File: config.mk
export PLATFORM = sky130hd
export DESIGN_NAME = dffp_front
export DESIGN_NICKNAME = d
export VERILOG_FILES = /design/src/sv/dffp_pkg.sv /design/src/sv/dffp_front.sv
export SDC_FILE = /design/constraint.sdc
export NUM_CORES = 1
export LEC_CHECK = 0
export ABC_AREA = 1
export BUFFER_PORTS_ARGS = -buffer_cell sky130_fd_sc_hd__buf_2
export CORE_MARGIN = 2
export CORE_UTILIZATION = 53
export DETAILED_ROUTE_END_ITERATION = 8
export HOLD_SLACK_MARGIN = 0.08
export PLACE_DENSITY = 0.85
export SYNTH_ARGS = -nofsm -noshare
export SYNTH_HDL_FRONTEND = slang
export SYNTH_SLANG_ARGS = --single-unit
File: constraint.sdc
create_clock -name clk -period 5.1 [get_ports clk]
set_input_delay 1.02 -clock clk [delete_from_list [all_inputs] [get_ports clk]]
set_output_delay 1.02 -clock clk [all_outputs]
set_load 0.05 [all_outputs]
File: src/sv/dffp_pkg.sv
// Shared types and constants for the delimited frame field parser.
// Used by dffp_front, dffp_back and delimited_frame_field_parser.
// No dependencies.
package dffp_pkg;

  localparam int MAX_FIELDS  = 16;
  localparam int FIELD_BYTES = 128;

  localparam int FIELD_IDX_W = $clog2(MAX_FIELDS);
  localparam int POS_W       = $clog2(FIELD_BYTES);
  localparam int BYTE_IDX_W  = 8;
  localparam int ADDR_W      = 1 + FIELD_IDX_W + POS_W;
  localparam int MARK_IDX_W  = 1 + FIELD_IDX_W;
  localparam int QUEUE_DEPTH = 4;
  localparam int QPTR_W      = $clog2(QUEUE_DEPTH);
  localparam int QCNT_W      = $clog2(QUEUE_DEPTH + 1);

  localparam logic [7:0] CH_START = 8'h73;
  localparam logic [7:0] CH_END   = 8'h65;
  localparam logic [7:0] CH_SEP   = 8'h2C;
  localparam logic [7:0] CH_CMD   = 8'h70;
  localparam logic [7:0] CH_ONE   = 8'h31;
  localparam logic [7:0] CH_TWO   = 8'h32;
  localparam logic [7:0] CH_ZERO  = 8'h30;
  localparam logic [7:0] CH_NINE  = 8'h39;

  localparam logic [1:0] KIND_LINE     = 2'd1;
  localparam logic [1:0] KIND_CROSSING = 2'd2;
  localparam logic [1:0] KIND_COMMAND  = 2'd3;

  localparam logic OP_BYTE = 1'b0;
  localparam logic OP_READ = 1'b1;

  // Command classes produced by the front end.
  localparam logic [2:0] CMD_START = 3'd0;
  localparam logic [2:0] CMD_END   = 3'd1;
  localparam logic [2:0] CMD_SEP   = 3'd2;
  localparam logic [2:0] CMD_DATA  = 3'd3;
  localparam logic [2:0] CMD_READ  = 3'd4;

  typedef struct packed {
    logic       opcode;
    logic [7:0] rx_byte;
    logic [7:0] field_select;
  } in_item_t;

  typedef struct packed {
    logic [7:0] field_value;
    logic [1:0] frame_kind;
    logic [4:0] field_total;
    logic [7:0] frame_tail_length;
  } out_item_t;

  typedef struct packed {
    logic [2:0] kind;
    logic [7:0] data;
  } cmd_t;

endpackage

File: src/sv/dffp_front.sv
// Front end: accepts input items, classifies them into commands and queues them.
// Depends on dffp_pkg.
module dffp_front
  import dffp_pkg::*;
(
  input  logic     clk,
  input  logic     rst_n,
  input  logic     push,
  output logic     full,
  input  in_item_t in_item,
  output logic     cmd_valid,
  input  logic     cmd_pop,
  output cmd_t     cmd
);

  cmd_t              buf_r [QUEUE_DEPTH];
  logic [QPTR_W-1:0] wr_ptr_r, wr_ptr_nxt;
  logic [QPTR_W-1:0] rd_ptr_r, rd_ptr_nxt;
  logic [QCNT_W-1:0] cnt_r, cnt_nxt;
  cmd_t              new_cmd;
  logic              do_push, do_pop;

  always_comb begin
    new_cmd.data = in_item.rx_byte;
    if (in_item.opcode == OP_READ) begin
      new_cmd.kind = CMD_READ;
      new_cmd.data = in_item.field_select;
    end else if (in_item.rx_byte == CH_START) begin
      new_cmd.kind = CMD_START;
    end else if (in_item.rx_byte == CH_END) begin
      new_cmd.kind = CMD_END;
    end else if (in_item.rx_byte == CH_SEP) begin
      new_cmd.kind = CMD_SEP;
    end else begin
      new_cmd.kind = CMD_DATA;
    end
  end

  assign full      = (cnt_r == QCNT_W'(QUEUE_DEPTH));
  assign cmd_valid = (cnt_r != '0);
  assign cmd       = buf_r[rd_ptr_r];
  assign do_push   = push && !full;
  assign do_pop    = cmd_pop && cmd_valid;

  always_comb begin
    wr_ptr_nxt = do_push ? wr_ptr_r + 1'b1 : wr_ptr_r;
    rd_ptr_nxt = do_pop ? rd_ptr_r + 1'b1 : rd_ptr_r;
    cnt_nxt    = cnt_r;
    if (do_push && !do_pop) begin
      cnt_nxt = cnt_r + 1'b1;
    end else if (!do_push && do_pop) begin
      cnt_nxt = cnt_r - 1'b1;
    end
  end

  always_ff @(posedge clk) begin
    if (!rst_n) begin
      wr_ptr_r <= '0;
      rd_ptr_r <= '0;
      cnt_r    <= '0;
    end else begin
      wr_ptr_r <= wr_ptr_nxt;
      rd_ptr_r <= rd_ptr_nxt;
      cnt_r    <= cnt_nxt;
    end
  end

  always_ff @(posedge clk) begin
    if (do_push) begin
      buf_r[wr_ptr_r] <= new_cmd;
    end
  end

endmodule

# ---- Word level (Yosys, flattened, before mapping)
# Memories as Yosys holds them, arrays and structs flattened. A register that Yosys moved wholly into a read port is not among the register bits.
# Cells that the tools add are included.
dict set report op_classes {
  addsub 4
  n_eq_ne 4
  muxes 11
  reduce_logical 9
}
# cell count
set op_table {}
lappend op_table {{$eq 8x7->1 const B} 2}
lappend op_table {{$mux 3} 3}
lappend op_table {{$eq 8x6->1 const B} 1}
lappend op_table {{$mux 2} 4}
lappend op_table {{$mux 8} 1}
lappend op_table {{$add 2x1->2 const B} 2}
lappend op_table {{$logic_and 1x1->1} 4}
lappend op_table {{$add 3x1->3 const B} 1}
lappend op_table {{$eq 3x3->1 const B} 1}
lappend op_table {{$logic_not 1->1} 3}
lappend op_table {{$mux 1} 3}
lappend op_table {{$reduce_bool 3->1} 1}
lappend op_table {{$sub 3x1->3 const B} 1}
lappend op_table {{$reduce_bool 2->1} 1}
dict set report word_totals {
  ff_bits 7
  ram_bits 44
  in_bits 21
  output_inout_bits 13
  word_cells 32
  n_memories 1
}
# memory depth word_bits rd rd_ports_with_merged_regs wr line
set mem_list {}
lappend mem_list {buf_r 4 11 1 1 1 dffp_front.sv:16} ;# cmd_t buf_r [QUEUE_DEPTH];

# ---- Longest topological paths before layout
dict set report logic_depth {
  ltp_word 7
  mapped_depth 13
  ltp_nobuf 13
}

# ---- Worst setup path before layout
# OpenSTA, ideal clock, no wires.
dict set report synth_path {
  kind {flip-flop to output port}
  startpoint {register with a tool-made name}
  endpoint {output port cmd[0] (netlist bit)}
  arrival_time_ns 1.395
  t_required_ns 4.080
  path_slack_ns 2.685
  stages_incl_launch_ff 4
  path_buffers 1
  path_cell_list {dfxtp_1 > buf_2 > nor2_1 > o22ai_1}
}
# item line
set synth_rtl {}
lappend synth_rtl {{end: declaration} dffp_front.sv:13} ;# output cmd_t cmd

==> summary.md <==
| Metric | Value |
|---|---|
| Vias in the first global route | `around 1600` |
| # clock sinks | `53` |
| Slowest cell on the critical path | `dfxtp_1` |
| R2R depth | `11` |
| First-pass GRT wire length | `about 7100 um` |
| Netlist cell types | `21` |
| Antenna Nets Post-Route | `0` |
| Layout Cells excl Fill | `299` |
| Outcome | `complete, no violations` |
| Core area | `4090 sq um` |
| Hold Path Stages | `2` |
| Final setup TNS | `0 ns` |
| PostCTS Resize Cnt | `0` |
| Die height | `69.8 um` |
| Slew @ Worst Pin | `a little over 1 ns` |
| DP Cell Count | `~290` |
| Remaining DRCs | `0` |
| Critical hold path startpoint | `rd_ptr_r[0]` |
| Maximum fanout along the worst path | `23` |
| DRT Wirelength | `~4400 um` |
| CP Depth | `4` |
| Area Overhead vs Synth | `13.2%` |
| Mapped Nets | `approximately 240` |
| Crit path launch type | `register` |
| Clk_skew | `0.00852 ns` |
| Max-cap violation count | `0` |
| Initial Util | `a little under three fifths` |
| CTS buffer count | `5` |
| Synthesized flop and latch total | `between 50 and 60` |
| Die area | `~4900 sq um` |
| Pins Over Slew Limit | `0` |
| CTS tree | `yes` |
| Final Cycle Share | `roughly 60%` |
| Drt first pass iters | `4` |
| Most frequent cells in the layout | `44 x edfxtp_1, 42 x nor2_1, 33 x buf_2` |
| CTS Root Cell | `clkbuf_8` |
| Largest net degree at the start of global routing | `24` |
| Worst setup path category | `reg2out` |
| FILL cells | `330` |
| Worst VDD drop | `between 0.3 and 0.4 mV` |
| Post-CTS setup buffer count | `0` |
| Syn avg cell area | `10.7 sq um` |
| Remaining global-route overflow | `0` |
| Clock latency on the worst-skew pair | `between 0.3 and 0.4 ns` |
| Port Buf Inserts | `33` |
| Cells along the critical path | `inv_2 > o21ai_0 > o22ai_1 > buf_2` |
| Maximum root-to-sink buffer count | `2` |
| Synth top area share | `57.5%` |
| Crit end category | `output port` |
| Tot Pwr | `roughly 1.3 mW` |
| Layout Utilization | `between 60 and 70%` |
| CTS H-tree lvls | `2` |
| ANT cells | `0` |
| Data arrival, critical path | `approximately 2.0 ns` |
| Cell taking the most area after synthesis | `edfxtp_1` |
| Maximum clock rate | `between 300 and 400 MHz` |
| Slew HR | `30.5%` |
| RSZ-0062 raised after global routing | `false` |
| Setup crit end | `cmd[10]` |
| Routed len/inst | `between 10 and 15 um` |
| RD Place Congestion | `approximately 0.82` |
| Reg2Reg Setup Slack | `approximately 3.2 ns` |
| Reg clk slew, reported paths | `~0.10 ns` |
| Register area share after synthesis | `approximately 65%` |
| Synthesized cell area | `between 2000 and 2500 sq um` |
| FP Rows | `23` |
| Worst r2r dst | `cnt_r[2]` |
| Initial antenna violation count | `0` |
| Hold Slack | `0.516 ns` |
| Largest stage delay, worst path | `roughly 0.82 ns` |
| Die Span X | `between 60 and 70 um` |
| Net count, final | `around 280` |
| Worst hold path class | `reg2reg` |
| Routed length on met2 | `approximately 2200 um` |
| Synth area leaders | `edfxtp_1 58%, dfxtp_1 7.8%, nor2_1 6.9%, nand2_1 4.1%, o21ai_1 3.9%` |
| Via count | `~1600` |
| Vias per cell | `5.36` |
| Pwr Density | `between 500 and 600 nW/um^2` |
| Synth Warn # | `0` |
| R2R Path Start | `cnt_r[0]` |
| Num ports | `34` |
| Top sig layer | `met4` |
| All-Layer GR Usage | `roughly a fifth` |
| Mapped Cells | `roughly 220` |
| Required time worst endpoint | `roughly 4.1 ns` |
| Crit path buffers/inverters | `2` |
| Tmin final | `about 3.0 ns` |
| DP Wirelength | `between 3000 and 4000 um` |
| Share of layout cells above drive strength 1 | `between 20% and 30%` |
| Initial drt markers | `76` |
| Final setup vio count | `0` |
| Commonest non-fill, non-tap cell in the layout | `edfxtp_1` |
| Metal3 WL | `about 290 um` |
| Final hold vios | `0` |
| Crit path max-delay family | `flip-flops` |
| Hold Buf Count CTS | `0` |
| Pleak | `a little over 1 nW` |
| WL met1 | `1790 um` |
## metrics by stage
step	setup WS (ns)	cell area [sq um]
after floorplan	2.68	2300
after global placement	2.45	2480
after detailed placement	2.41	2480
after CTS	2.06	2600
after global routing	1.86	2600
final	2.05	2600
## worst min-delay path, stage by stage, from the launching register on
cell,delay (ns)
dfxtp_1,0.34
nand2_2,0.08
a21oi_1,0.05
## report_power, final
group	switching, mW	total (mW)	internal, mW
registers	0.0489	0.582	0.534
clock network	0.134	0.280	0.147
logic	0.363	0.487	0.124
total	0.546	1.35	0.804
## routing by layer
layer  vias to the layer above  global-route usage [%]
met5                         -                       0
met4                         0                    7.26
met3                        11                    3.34
met2                        62                    33.2
met1                       731                    23.0
li1                        798                       -
## worst min path at each step
stage               slack, ns     endpoint
floorplan                0.46     register
global route             0.53  rd_ptr_r[0]
global placement         0.48  rd_ptr_r[0]
finish                   0.52  rd_ptr_r[0]
detailed placement       0.50  rd_ptr_r[1]
CTS                      0.51     register
## flip-flops by register name (all words and copies together), names as in the netlist, named ones only
register	flops
cnt_r	3
rd_ptr_r	2
wr_ptr_r	2
buf_r	44
## cells in the mapped netlist
cell type  count
edfxtp_1      44
nor2_1        42
nand2_1       25
inv_1         20
o21ai_1       18
o21ai_0       11
o22ai_1       11
dfxtp_1        9
nand3_1        6
buf_2          5
ha_1           5
nand2_2        4
a21oi_1        3
inv_2          3
buf_4          2
nand4_1        2
fa_1           1
nand2_4        1
nand3b_1       1
nor2_4         1
xor2_1         1
## area by class of cell
type	instances	area [sq um]	area share, %
timing repair buffer	33	165	6.35
multi-input combinational	132	669	25.7
inverter	23	86.3	3.32
clock buffer	5	68.8	2.65
sequential	53	1500	57.7
tap	50	62.6	2.41
clock inverter	3	46.3	1.78
## cells by family after synthesis
family                     share of synthesized area (%)
and+or+nand+nor                                     15.2
DFF                                                 65.4
AOI/OAI and AO/OA                                   9.97
buffers and inverters                               5.50
adders and majority gates                           3.59
xor gates and xnor gates                           0.381
No activity file was read; power rests on OpenSTA's default activity.
